$ cat config.mk
export PLATFORM = sky130hd
export DESIGN_NAME = brf_ctrl
export DESIGN_NICKNAME = d
export VERILOG_FILES = /design/src/design/assert_macros.svh /design/src/design/brf_pkg.sv /design/src/design/brf_ctrl.sv
export SDC_FILE = /design/constraint.sdc
export NUM_CORES = 1
export LEC_CHECK = 0
export ABC_AREA = 1
export BUFFER_PORTS_ARGS = -buffer_cell sky130_fd_sc_hd__buf_2
export CORE_UTILIZATION = 55
export DETAILED_ROUTE_END_ITERATION = 10
export PLACE_DENSITY = 0.83
export SETUP_SLACK_MARGIN = 0.1
export SYNTH_ARGS = -nofsm -noshare
export SYNTH_HDL_FRONTEND = slang
export SYNTH_SLANG_ARGS = --single-unit
$ cat constraint.sdc
create_clock -name aclk -period 6.4 [get_ports aclk]
set_input_delay 0.32 -clock aclk [delete_from_list [all_inputs] [get_ports aclk]]
set_output_delay 0.32 -clock aclk [all_outputs]
set_load 0.02 [all_outputs]
$ cat src/design/assert_macros.svh
// Assertion macros shared by the RTL of the bitmap region fill block.
// Depends on nothing; included by the files that carry assertions.
`ifndef ASSERT_MACROS_SVH
`define ASSERT_MACROS_SVH

// Same-cycle implication, disabled while reset is asserted.
`define ASSERT_IMPLIES(label, clk, rstn, ante, cons) \
    label: assert property (@(posedge clk) disable iff (!(rstn)) (ante) |-> (cons)) \
        else $error("assertion failed");

// Next-cycle implication, disabled while reset is asserted.
`define ASSERT_NEXT(label, clk, rstn, ante, cons) \
    label: assert property (@(posedge clk) disable iff (!(rstn)) (ante) |=> (cons)) \
        else $error("assertion failed");

`endif

$ cat src/design/brf_pkg.sv
// Shared constants, types and helper functions of the bitmap region fill block.
// Depends on nothing; used by brf_ctrl and bitmap_region_fill.
package brf_pkg;

    localparam int MAX_SIDE  = 64;
    localparam int CELL_BITS = 8;
    localparam int DEPTH     = MAX_SIDE * MAX_SIDE;
    localparam int ADDR_W    = $clog2(DEPTH);
    localparam int SIDE_W    = 7;
    localparam int COORD_W   = 6;
    localparam int RAD_W     = 5;
    localparam int SQ_W      = 2 * RAD_W;

    localparam logic [1:0] CMD_READ        = 2'd0;
    localparam logic [1:0] CMD_WRITE       = 2'd1;
    localparam logic [1:0] CMD_FILL_SQUARE = 2'd2;
    localparam logic [1:0] CMD_FILL_CIRCLE = 2'd3;

    localparam logic CFG_WIDTH  = 1'b0;
    localparam logic CFG_HEIGHT = 1'b1;

    // Result status codes.
    localparam logic STATUS_DONE     = 1'b0;
    localparam logic STATUS_REJECTED = 1'b1;

    typedef struct packed {
        logic [7:0]         fill_value;
        logic [RAD_W-1:0]   radius;
        logic [COORD_W-1:0] pos_y;
        logic [COORD_W-1:0] pos_x;
        logic [1:0]         command;
    } cmd_t;

    typedef struct packed {
        logic       status;
        logic [7:0] read_value;
    } result_t;

    typedef struct packed {
        logic                 en;
        logic                 we;
        logic [ADDR_W-1:0]    addr;
        logic [CELL_BITS-1:0] wdata;
    } ram_req_t;

    typedef struct packed {
        logic clearing;
        logic res_pending;
    } ctrl_stat_t;

    // Square of a radius-sized distance.
    function automatic logic [SQ_W-1:0] sq(input logic [RAD_W-1:0] v);
        return SQ_W'(v) * SQ_W'(v);
    endfunction

endpackage

$ cat src/design/brf_ctrl.sv
// Command sequencer: clearing pass, bounds checks, cell access and fill raster.
// Depends on brf_pkg; drives the cell RAM through a ram_req_t request.
module brf_ctrl (
    input  logic                        aclk,
    input  logic                        aresetn,
    input  logic                        cmd_valid,
    output logic                        cmd_ready,
    input  brf_pkg::cmd_t               cmd,
    input  logic [brf_pkg::SIDE_W-1:0]  width_eff,
    input  logic [brf_pkg::SIDE_W-1:0]  height_eff,
    output brf_pkg::ram_req_t           ram_req,
    input  logic [brf_pkg::CELL_BITS-1:0] ram_rdata,
    output logic                        res_valid,
    input  logic                        res_take,
    output brf_pkg::result_t            res,
    output brf_pkg::ctrl_stat_t         stat
);
    import brf_pkg::*;

    localparam logic [2:0] ST_CLEAR  = 3'd0;
    localparam logic [2:0] ST_IDLE   = 3'd1;
    localparam logic [2:0] ST_DECODE = 3'd2;
    localparam logic [2:0] ST_READ   = 3'd3;
    localparam logic [2:0] ST_FILL   = 3'd4;

    logic [2:0]         state_reg, state_next;
    logic [ADDR_W-1:0]  clr_cnt_reg, clr_cnt_next;
    cmd_t               cmd_reg, cmd_next;
    logic [COORD_W-1:0] x_reg, x_next, y_reg, y_next;
    logic [COORD_W-1:0] x_start_reg, x_start_next, x_end_reg, x_end_next;
    logic [COORD_W-1:0] y_end_reg, y_end_next;
    logic [ADDR_W-1:0]  row_base_reg, row_base_next;
    logic [SQ_W-1:0]    dy2_reg, dy2_next, rr_reg, rr_next;
    logic               res_valid_reg, res_valid_next;
    result_t            res_reg, res_next;

    logic [SIDE_W-1:0]       x_hi, y_hi;
    logic                    cell_ok, shape_ok, is_fill;
    logic [COORD_W-1:0]      y_sel, y_inc;
    logic [ADDR_W+SIDE_W-1:0] prod;
    logic [ADDR_W-1:0]       row_addr;
    logic [COORD_W-1:0]      dx_full, dy_full;
    logic [SQ_W:0]           dist2;
    logic                    covered;

    // Bounds and row address of the held command.
    always_comb begin
        x_hi     = SIDE_W'(cmd_reg.pos_x) + SIDE_W'(cmd_reg.radius);
        y_hi     = SIDE_W'(cmd_reg.pos_y) + SIDE_W'(cmd_reg.radius);
        cell_ok  = (SIDE_W'(cmd_reg.pos_x) < width_eff) && (SIDE_W'(cmd_reg.pos_y) < height_eff);
        shape_ok = (cmd_reg.pos_x >= COORD_W'(cmd_reg.radius))
                && (cmd_reg.pos_y >= COORD_W'(cmd_reg.radius))
                && (x_hi < width_eff) && (y_hi < height_eff);
        is_fill  = cmd_reg.command[1];
        y_sel    = is_fill ? cmd_reg.pos_y - COORD_W'(cmd_reg.radius) : cmd_reg.pos_y;
        prod     = (ADDR_W+SIDE_W)'(y_sel) * (ADDR_W+SIDE_W)'(width_eff);
        row_addr = prod[ADDR_W-1:0];
    end

    // Coverage test of the raster cell.
    always_comb begin
        dx_full = (x_reg >= cmd_reg.pos_x) ? x_reg - cmd_reg.pos_x : cmd_reg.pos_x - x_reg;
        y_inc   = y_reg + COORD_W'(1);
        dy_full = (y_inc >= cmd_reg.pos_y) ? y_inc - cmd_reg.pos_y : cmd_reg.pos_y - y_inc;
        dist2   = (SQ_W+1)'(sq(dx_full[RAD_W-1:0])) + (SQ_W+1)'(dy2_reg);
        covered = (cmd_reg.command == CMD_FILL_SQUARE) || (dist2 <= (SQ_W+1)'(rr_reg));
    end

    always_comb begin
        state_next     = state_reg;
        clr_cnt_next   = clr_cnt_reg;
        cmd_next       = cmd_reg;
        x_next         = x_reg;
        y_next         = y_reg;
        x_start_next   = x_start_reg;
        x_end_next     = x_end_reg;
        y_end_next     = y_end_reg;
        row_base_next  = row_base_reg;
        dy2_next       = dy2_reg;
        rr_next        = rr_reg;
        res_valid_next = res_valid_reg && !res_take;
        res_next       = res_reg;
        ram_req        = '0;
        cmd_ready      = 1'b0;

        unique case (state_reg)
            ST_CLEAR: begin
                ram_req.en   = 1'b1;
                ram_req.we   = 1'b1;
                ram_req.addr = clr_cnt_reg;
                clr_cnt_next = clr_cnt_reg + ADDR_W'(1);
                if (clr_cnt_reg == ADDR_W'(DEPTH - 1)) begin
                    state_next = ST_IDLE;
                end
            end
            ST_IDLE: begin
                cmd_ready = !res_valid_reg;
                if (cmd_valid && !res_valid_reg) begin
                    cmd_next   = cmd;
                    state_next = ST_DECODE;
                end
            end
            ST_DECODE: begin
                res_next.read_value = '0;
                res_next.status     = STATUS_DONE;
                state_next          = ST_IDLE;
                unique case (cmd_reg.command) inside
                    CMD_READ: begin
                        if (cell_ok) begin
                            ram_req.en   = 1'b1;
                            ram_req.addr = row_addr + ADDR_W'(cmd_reg.pos_x);
                            state_next   = ST_READ;
                        end else begin
                            res_next.status = STATUS_REJECTED;
                            res_valid_next  = 1'b1;
                        end
                    end
                    CMD_WRITE: begin
                        res_valid_next = 1'b1;
                        if (cell_ok) begin
                            ram_req.en    = 1'b1;
                            ram_req.we    = 1'b1;
                            ram_req.addr  = row_addr + ADDR_W'(cmd_reg.pos_x);
                            ram_req.wdata = cmd_reg.fill_value[CELL_BITS-1:0];
                        end else begin
                            res_next.status = STATUS_REJECTED;
                        end
                    end
                    CMD_FILL_SQUARE, CMD_FILL_CIRCLE: begin
                        if (shape_ok) begin
                            x_next        = cmd_reg.pos_x - COORD_W'(cmd_reg.radius);
                            x_start_next  = cmd_reg.pos_x - COORD_W'(cmd_reg.radius);
                            x_end_next    = x_hi[COORD_W-1:0];
                            y_next        = y_sel;
                            y_end_next    = y_hi[COORD_W-1:0];
                            row_base_next = row_addr;
                            rr_next       = sq(cmd_reg.radius);
                            dy2_next      = sq(cmd_reg.radius);
                            state_next    = ST_FILL;
                        end else begin
                            res_next.status = STATUS_REJECTED;
                            res_valid_next  = 1'b1;
                        end
                    end
                    default: begin
                        res_valid_next = 1'b1;
                    end
                endcase
            end
            ST_READ: begin
                res_next.read_value = 8'(ram_rdata);
                res_next.status     = STATUS_DONE;
                res_valid_next      = 1'b1;
                state_next          = ST_IDLE;
            end
            ST_FILL: begin
                ram_req.en    = covered;
                ram_req.we    = 1'b1;
                ram_req.addr  = row_base_reg + ADDR_W'(x_reg);
                ram_req.wdata = cmd_reg.fill_value[CELL_BITS-1:0];
                x_next        = x_reg + COORD_W'(1);
                if (x_reg == x_end_reg) begin
                    if (y_reg == y_end_reg) begin
                        res_next.read_value = '0;
                        res_next.status     = STATUS_DONE;
                        res_valid_next      = 1'b1;
                        state_next          = ST_IDLE;
                    end else begin
                        x_next        = x_start_reg;
                        y_next        = y_inc;
                        row_base_next = row_base_reg + ADDR_W'(width_eff);
                        dy2_next      = sq(dy_full[RAD_W-1:0]);
                    end
                end
            end
            default: begin
                state_next = ST_IDLE;
            end
        endcase
    end

    always_ff @(posedge aclk) begin
        if (!aresetn) begin
            state_reg     <= ST_CLEAR;
            clr_cnt_reg   <= '0;
            res_valid_reg <= 1'b0;
        end else begin
            state_reg     <= state_next;
            clr_cnt_reg   <= clr_cnt_next;
            res_valid_reg <= res_valid_next;
        end
    end

    always_ff @(posedge aclk) begin
        cmd_reg      <= cmd_next;
        x_reg        <= x_next;
        y_reg        <= y_next;
        x_start_reg  <= x_start_next;
        x_end_reg    <= x_end_next;
        y_end_reg    <= y_end_next;
        row_base_reg <= row_base_next;
        dy2_reg      <= dy2_next;
        rr_reg       <= rr_next;
        res_reg      <= res_next;
    end

    assign res_valid        = res_valid_reg;
    assign res              = res_reg;
    assign stat.clearing    = (state_reg == ST_CLEAR);
    assign stat.res_pending = res_valid_reg;

endmodule

==> out/metrics.csv, run 1 <==
metric,value,unit
final critical-path setup slack,0.0578,ns
"antenna viol nets, final",0,
via/cell ratio,5.52,
CTS root buf,clkbuf_16,
crit-path max FO,5,
post-synthesis sequential area ratio,27.6,%
largest net degree at the start of global routing,52,
max-cap viol count,0,
Hold Crit Class,input pin to flip-flop,
CORE AREA,20400,um^2
post-placement cell area,12300,um^2
"Slew Viols, Final",0,
via count,10299,
I/O Buffers,87,
drt first pass iters,6,
Tmin final,6.34,ns
most frequent CP cell,nand2_1,
RR Endpoint,dy2_reg[8]$_DFFE_PP_,
P_sw,2.79,mW
R2R setup slack,0.84,ns
CP Capture Type,output pin,
global-route wire length before repair,47.0,mm
Overall Global Routing Usage,27.6,%
"Clk Latency, worst-skew pair",0.37,ns
Final Skew,0.0206,ns
Startpoint Class,flip-flop,
part of the cycle the worst path needs,99.1,%
max reg flops,27,
ant diodes,0,
initial antenna violation count,0,
drt drc,0,
Worst Hold Depth,1,
Nets,1845,
# clock sinks,111,
Comb pwr share,73.0,%
Final Setup Violations,0,
CTS tree,built,
die width,147,um
post-DP HPWL,22.8,mm
Sw Ratio,49.5,%
Peak VDD IR,309,uV
"Arr. time, crit path",6.02,ns
Syn Area/Cell,7.91,um^2
FP Rows,52,
Power Density,428,nW/um^2
synth warn,0,
cts-stage hold buffer count,0,
initial core utilization,56.5,%
Lkg Pwr,6.63,nW
final hold vios,0,
M1 wire length,12.6,mm
Post-Syn Instances,1455,
Worst Path Required,6.08,ns
Post-synth top flop,edfxtp_1,
Synth cell types,58,
clk slew on worst S/H paths,0.08,ns
worst r2r src,y_reg[0]$_DFFE_PP_,
synthesized area,11500,um^2
synthesized net count,1708,
fin area,13200,um^2
Die Ht,147,um
clock power share,10.3,%
worst hold path startpoint,cmd[17],
DR iter-0 viols,782,
RSZ-0062 raised after global routing,true,
pre-CTS WS,0.101,ns
DRT Wirelength,29.8,mm
Async SR Flop Fraction,0,%
status,finished clean,
CP max stage delay,0.53,ns
wire length on met2,13.9,mm
worst hold endpoint,cmd_reg[17]$_DFFE_PP_,
uppermost routed layer,met4,
total grt overflow,0,
area grow syn2layout,14.4,%
Max Root-Sink Buffers,2,
#FFs+latches synth,111,
vias in the first global route,9954,
I/O pin total,88,
Placed Cells,1813,
Slew @ Worst Pin,1.18,ns
RePlAce Congestion,0.913,
Rel. slew slack,21.4,%
slowest library cell on the worst path,fa_1,
Fillers,1638,
Post-synth EDFFs,95,
Max Clk Rate,0.158,GHz
setup TNS,0,ns
Seq pwr share,16.7,%
Die ar.,21500,um^2
R2R cell count,25,
total CTS buffers,9,
CTS H-tree depth,3,
met3 wire len,2.53,mm
layout cell share with drive strength beyond 1,16.4,%
Cell Int Power,2.84,mW
WL/cell,16.0,um
crit path kind,flip-flop to output pin,
Layout Cells excl Fill,1867,
-- repair_timing --
action	4_1_cts	5_1_grt
endpoints found under the setup margin	3	7
pin swaps	5	29
setup buffers	16	22
resized for setup	21	46
-- logic make-up after synthesis --
| family | count (synthesis) | synth area share (%) |
|---|---|---|
| compound gates | 225 | 11.7 |
| xor+xnor | 57 | 4.34 |
| buf+inv | 291 | 9.89 |
| flops | 111 | 27.6 |
| other cells | 1 | 0.0326 |
| simple gates | 570 | 21.5 |
| fa+ha+maj | 200 | 24.9 |
-- power groups by stage --
stage	logic (mW)	registers, mW	clock network [mW]
CTS	3.83	0.939	0.585
global placement	3.57	0.954	0
detailed placement	3.71	0.956	0
floorplan	2.87	0.962	0
global route	4.64	0.945	0.611
finish	4.11	0.941	0.581
-- routing by layer --
| metal | vias to the layer above | global-route usage, % |
|---|---|---|
| met3 | 75 | 5.66 |
| met4 | 0 | 9.22 |
| met2 | 446 | 46.3 |
| met1 | 4749 | 35.5 |
| li1 | 5029 | - |
| met5 | - | 0 |
-- worst max-delay path, delay by kind of cell (launching register included) --
family          cells  cell delay, ns
fa+ha+maj           6            2.20
simple gates       14            1.00
buf+inv             8            0.94
compound gates      5            0.77
flops               1            0.42
xor+xnor            2            0.31
-- metrics by stage --
stage / utilization (%) / power [mW] / hold slack (ns)
2_1_floorplan: - / 3.83 / 0.419
4_1_cts: 63.1 / 5.35 / 0.119
3_3_place_gp: 60.6 / 4.52 / 0.472
5_1_grt: 64.6 / 6.20 / 0.118
6_report: 64.6 / 5.63 / 0.126
3_5_place_dp: 60.6 / 4.66 / 0.489
-- cell type report --
| class | count | area [um^2] | area share [%] |
|---|---|---|---|
| clock inverters | 7 | 71.3 | 0.542 |
| repair buffers | 146 | 895 | 6.80 |
| inverters | 271 | 1030 | 7.80 |
| clock buffers | 9 | 225 | 1.71 |
| flip-flops and latches | 111 | 3170 | 24.1 |
| well taps | 270 | 338 | 2.57 |
| multi-input cells | 1053 | 7430 | 56.5 |
-- worst max-delay path by stage --
| stage | start | endpoint | slack, ns | cells after the start |
|---|---|---|---|---|
| final | cmd_reg[5]$_DFFE_PP_ | ram_req[21] | 0.06 | 35 |
| after detailed placement | cmd_reg[7]$_DFFE_PP_ | ram_req[21] | 0.10 | 33 |
| after CTS | cmd_reg[5]$_DFFE_PP_ | ram_req[21] | 0.06 | 34 |
| after global routing | cmd_reg[2]$_DFFE_PP_ | ram_req[21] | -0.28 | 35 |
| after floorplan | cmd_reg[3]$_DFFE_PP_ | ram_req[21] | 0.60 | 31 |
| after global placement | cmd_reg[7]$_DFFE_PP_ | ram_req[21] | 0.26 | 33 |
-- synth_stat cells, types with 5 or more instances --
master / n / area, um^2
a21boi_2: 8 / 90.1
a21o_1: 10 / 75.1
a21oi_1: 94 / 470
a31oi_1: 8 / 50.1
buf_2: 6 / 30.0
clkbuf_1: 8 / 30.0
dfxtp_1: 16 / 320
edfxtp_1: 95 / 2850
fa_1: 48 / 961
ha_1: 152 / 1900
inv_1: 262 / 983
inv_2: 6 / 22.5
nand2_1: 297 / 1110
nand2_2: 5 / 31.3
nand3_1: 74 / 370
nand3b_1: 6 / 45.0
nand4_1: 15 / 93.8
nor2_1: 124 / 465
nor3_1: 17 / 85.1
o211ai_1: 8 / 60.1
o21ai_0: 58 / 290
o21ai_1: 6 / 30.0
o21ai_2: 5 / 43.8
or2_1: 5 / 31.3
or2_2: 5 / 31.3
xnor2_1: 23 / 201
xor2_1: 34 / 298
-- layout by cell type, fill, tap and decap left out, types with 5 or more instances in the layout --
cell         n
clkbuf_16    9
fa_1        45
ha_1       142
nor2_4       5
xnor2_1     23
nor3_1      17
inv_2       18
edfxtp_1    95
nand3_1     72
dfxtp_1     16
nand2_2     10
xor2_1      34
a21oi_1     92
inv_1      248
buf_4       58
o21ai_1     11
nand3b_1     6
buf_2       85
or2_2        5
a21boi_2     8
a21o_1      10
nand4_1     15
o211ai_1     8
nor2_1     119
o21ai_0     52
a31oi_1      8
nor2_2       7
nand2_1    291
ha_4         8
No activity file was read; power rests on OpenSTA's default activity.
==> run 2, diff against run 1 <==
- RECOVER_POWER: default -> 25
==> run 2 against run 1 <==
  * Global-route usage is the same
  * First-iteration DRC count decreased by 5.2%
  * Die area is the same
  * Clock skew fell by 0.0014 ns
  * Sequential cell count unchanged
  * Setup slack improved by 0.0062 ns
  * Combinational power about the same
  * Maximum frequency about the same
  * Hold slack about the same
  * Non-clock buffer count is the same
  * Design area down 0.32%
  * Cell count did not move
==> out/metrics.csv, run 2 (synthesized netlist as in run 1, its figures left out) <==
metric,value,unit
worst hold path startpoint,cmd[12],
R2R cell count,25,
FP Rows,52,
setup TNS,0,ns
layout cell share with drive strength beyond 1,15.0,%
drt first pass iters,5,
die width,147,um
max-cap viol count,0,
CTS H-tree depth,3,
CTS root buf,clkbuf_16,
Final Setup Violations,0,
Worst Path Required,6.08,ns
R2R setup slack,0.85,ns
final critical-path setup slack,0.0640,ns
pre-CTS WS,0.101,ns
CORE AREA,20400,um^2
"Clk Latency, worst-skew pair",0.37,ns
max reg flops,27,
Layout Cells excl Fill,1867,
Placed Cells,1813,
total CTS buffers,9,
slowest library cell on the worst path,fa_1,
Power Density,428,nW/um^2
largest net degree at the start of global routing,52,
part of the cycle the worst path needs,99.0,%
RePlAce Congestion,0.913,
post-layout power,5.62,mW
# clock sinks,111,
"Slew Viols, Final",0,
ant diodes,0,
"antenna viol nets, final",0,
crit-path max FO,5,
Final Skew,0.0193,ns
vias in the first global route,9954,
clk slew on worst S/H paths,0.08,ns
"commonest non-fill, non-tap cell in the layout",nand2_1,
Fillers,1654,
worst r2r src,y_reg[0]$_DFFE_PP_,
drt drc,0,
"commonest cells after routing, fill and taps aside","292 x nand2_1, 249 x inv_1, 142 x ha_1, 121 x nor2_1, 95 x edfxtp_1",
Max Clk Rate,0.158,GHz
CP startpoint,cmd_reg[5]$_DFFE_PP_,
total grt overflow,0,
I/O Buffers,87,
Tmin final,6.34,ns
I/O pin total,88,
post-DP HPWL,22.8,mm
Max Root-Sink Buffers,2,
most frequent CP cell,nand2_1,
DRT Wirelength,29.9,mm
CP max stage delay,0.53,ns
cts-stage hold buffer count,0,
post-placement cell area,12300,um^2
DR iter-0 viols,741,
global-route wire length before repair,47.0,mm
Die Ht,147,um
via count,10332,
worst hold endpoint,cmd_reg[12]$_DFFE_PP_,
WL/cell,16.0,um
Overall Global Routing Usage,27.6,%
Die ar.,21500,um^2
Peak VDD IR,309,uV
initial core utilization,56.5,%
Nets,1845,
Slew @ Worst Pin,1.19,ns
Rel. slew slack,20.5,%
Startpoint Class,flip-flop,
fin area,13100,um^2
area grow syn2layout,14.0,%
Lkg Pwr,6.58,nW
"Arr. time, crit path",6.02,ns
Hold Crit Class,input pin to flip-flop,
final hold vios,0,
crit path kind,flip-flop to output pin,
Worst Hold Depth,1,
initial antenna violation count,0,
via/cell ratio,5.53,
CP Capture Type,output pin,
RR Endpoint,dy2_reg[8]$_DFFE_PP_,
CTS tree,built,
RSZ-0062 raised after global routing,true,
status,finished clean,
[run 2: worst max-delay path: cells and delay by family, from the launching register on]
kind                     cells  cell delay [ns]
AO/OA/AOI/OAI                5             0.77
XOR/XNOR                     2             0.31
adder cells (fa/ha/maj)      6             2.20
buffers and inverters        8             0.94
flip-flops                   1             0.42
AND/OR/NAND/NOR             14             1.01
[run 2: worst max-delay path by stage]
stage	slack, ns	to	cells past startpoint
4_1_cts	0.06	ram_req[21]	34
5_1_grt	-0.28	ram_req[21]	35
3_5_place_dp	0.10	ram_req[21]	33
3_3_place_gp	0.26	ram_req[21]	33
6_report	0.06	ram_req[21]	35
2_1_floorplan	0.60	ram_req[21]	31
[run 2: metal layers]
layer / GRT usage, % / wire, um
met5: 0 / 0
met4: 9.22 / 847
met3: 5.66 / 2510
met2: 46.3 / 13900
met1: 35.5 / 12600
[run 2: report_power, final]
group | switching, mW | total [mW] | internal, mW
clock network | 0.300 | 0.578 | 0.278
logic | 2.45 | 4.10 | 1.65
registers | 0.0339 | 0.940 | 0.907
total | 2.78 | 5.62 | 2.84
[run 2: area by class of cell]
| class | instances | area, um^2 | share of cell area (%) |
|---|---|---|---|
| clock inverters | 7 | 71.3 | 0.544 |
| multi-input cells | 1053 | 7410 | 56.5 |
| well taps | 270 | 338 | 2.58 |
| flip-flops and latches | 111 | 3170 | 24.2 |
| repair buffers | 146 | 870 | 6.63 |
| clock buffers | 9 | 225 | 1.72 |
| inverters | 271 | 1030 | 7.83 |
[run 2: what timing repair did]
action                     4_1_cts  5_1_grt
resized for setup               21       46
gates cloned                     0        0
pin swaps                        5       29
hold endpoints to repair         0        0
setup endpoints to repair        3        7
setup buffers                   16       22
[run 2: stage by stage]
stage                     utilization [%]  hold WS, ns
after floorplan                         -        0.419
final                                64.4        0.127
after detailed placement             60.6        0.489
after global routing                 64.4        0.118
after CTS                            63.1        0.119
after global placement               60.6        0.472
==> run 3, diff against run 2 <==
- CORE_MARGIN: default -> 3
- PLACE_DENSITY: 0.83 -> 0.74
==> run 3 against run 2 <==
  * Clock skew hardly changed
  * Sequential share of layout area hardly changed
  * Wire length is 1.7% higher
  * Critical path type unchanged
  * Largest power group unchanged
==> out/metrics.csv, run 3 (synthesized netlist as in run 1, its figures left out) <==
metric,value,unit
CP max stage delay,0.58,ns
total grt overflow,0,
global-route wire length before repair,47.3,mm
Fillers,1740,
# clock sinks,111,
Rel. slew slack,19.0,%
part of the cycle the worst path needs,99.8,%
largest net degree at the start of global routing,52,
Finished Core Util,64.3,%
I/O Buffers,87,
clock power share,10.6,%
Power Density,438,nW/um^2
Tmin final,6.39,ns
Max Root-Sink Buffers,2,
Overall Global Routing Usage,26.6,%
CTS root buf,clkbuf_16,
"commonest cells after routing, fill and taps aside","294 x nand2_1, 250 x inv_1, 139 x ha_1, 119 x nor2_1, 95 x edfxtp_1",
Startpoint Class,flip-flop,
Slew @ Worst Pin,1.21,ns
final critical-path setup slack,0.0138,ns
drt drc,0,
DRT Wirelength,30.4,mm
CP Capture Type,output pin,
cts-stage hold buffer count,0,
most frequent CP cell,nand2_1,
drt first pass iters,7,
Cell Int Power,2.90,mW
RePlAce Congestion,0.950,
Comb pwr share,73.0,%
Die ar.,22700,um^2
crit path kind,flip-flop to output pin,
total CTS buffers,9,
"Slew Viols, Final",0,
status,finished clean,
Seq pwr share,16.4,%
I/O pin total,88,
Worst Path Required,6.08,ns
via/cell ratio,5.54,
final hold vios,0,
"antenna viol nets, final",0,
max-cap viol count,0,
Hold Crit Class,input pin to flip-flop,
post-layout power,5.73,mW
"commonest non-fill, non-tap cell in the layout",nand2_1,
CTS tree,built,
area of the multi-input gates,7450,um^2
slowest library cell on the worst path,fa_2,
Max Clk Rate,0.157,GHz
initial core utilization,56.5,%
hold_ws,0.118,ns
initial antenna violation count,0,
CORE AREA,20400,um^2
Final Skew,0.0190,ns
layout cell share with drive strength beyond 1,14.8,%
Die Ht,151,um
max reg flops,27,
"Clk Latency, worst-skew pair",0.38,ns
FP Rows,52,
die width,151,um
via count,10283,
Nets,1835,
DR iter-0 viols,753,
WL/cell,16.4,um
vias in the first global route,9561,
setup TNS,0,ns
post-DP HPWL,23.1,mm
P_sw,2.83,mW
crit-path max FO,7,
pre-CTS WS,0.120,ns
Peak VDD IR,284,uV
ant diodes,0,
"Arr. time, crit path",6.07,ns
Sw Ratio,49.3,%
FF+latch area,3170,um^2
CTS H-tree depth,3,
RSZ-0062 raised after global routing,true,
area grow syn2layout,13.9,%
Lkg Pwr,6.54,nW
clk slew on worst S/H paths,0.09,ns
Final Setup Violations,0,
run 3: changes by cell type in the layout (fill, tap and decap cells not counted), moves of 3 or more:
cell     delta
buf_4      -10
ha_1        -3
ha_4        +3
inv_6       -3
o21ai_1     -3
run 3: path summary, 6_finish.rpt:
path	cells past startpoint	from	slack (ns)	end
worst max-delay path	34	cmd_reg[2]$_DFFE_PP_	0.01	ram_req[21]
worst min-delay path	1	cmd[10]	0.12	cmd_reg[10]$_DFFE_PP_
worst max register to register	25	y_reg[0]$_DFFE_PP_	0.86	dy2_reg[8]$_DFFE_PP_
worst min register to register	1	clr_cnt_reg[0]$_SDFFE_PN0P_	0.51	clr_cnt_reg[0]$_SDFFE_PN0P_
run 3: worst max-delay path: cells and delay by family (launching register included):
| kind | cells | cell delay [ns] |
|---|---|---|
| flip-flops | 1 | 0.42 |
| AND/OR/NAND/NOR | 15 | 1.31 |
| XOR/XNOR | 1 | 0.09 |
| AO/OA/AOI/OAI | 4 | 0.67 |
| buffers and inverters | 7 | 0.67 |
| adder cells (fa/ha/maj) | 7 | 2.53 |
run 3: area by class of cell:
| class | instances | area share [%] |
|---|---|---|
| Clock buffer | 12 | 2.12 |
| Inverter | 271 | 7.86 |
| Clock inverter | 4 | 0.248 |
| Multi-Input combinational cell | 1053 | 56.9 |
| Sequential cell | 111 | 24.2 |
| Timing Repair Buffer | 136 | 6.06 |
| Tap cell | 270 | 2.58 |
run 3: stage by stage:
step                      std cells  area, um^2
final                          1857       13100
after global routing           1857       13100
after CTS                      1844       12800
after detailed placement       1815       12400
after global placement         1815       12400
after floorplan                1455       11500
run 3: routing by layer:
metal | vias to the layer above | GRT usage, % | wire (um)
met5 | - | 0 | 0
met4 | 0 | 8.98 | 939
met3 | 66 | 4.46 | 2370
met2 | 442 | 43.6 | 14100
met1 | 4776 | 35.9 | 13000
li1 | 4999 | - | -
run 3: what timing repair did:
item,in CTS,in global routing
setup endpoints to repair,3,7
pin swaps,6,32
buffers inserted,13,13
resized for setup,13,59
run 3: power by group through the flow:
stage	clock network (mW)	logic (mW)	registers, mW
2_1_floorplan	0	2.87	0.962
3_5_place_dp	0	3.72	0.959
4_1_cts	0.611	3.84	0.942
5_1_grt	0.628	4.76	0.946
3_3_place_gp	0	3.61	0.956
6_report	0.606	4.19	0.943
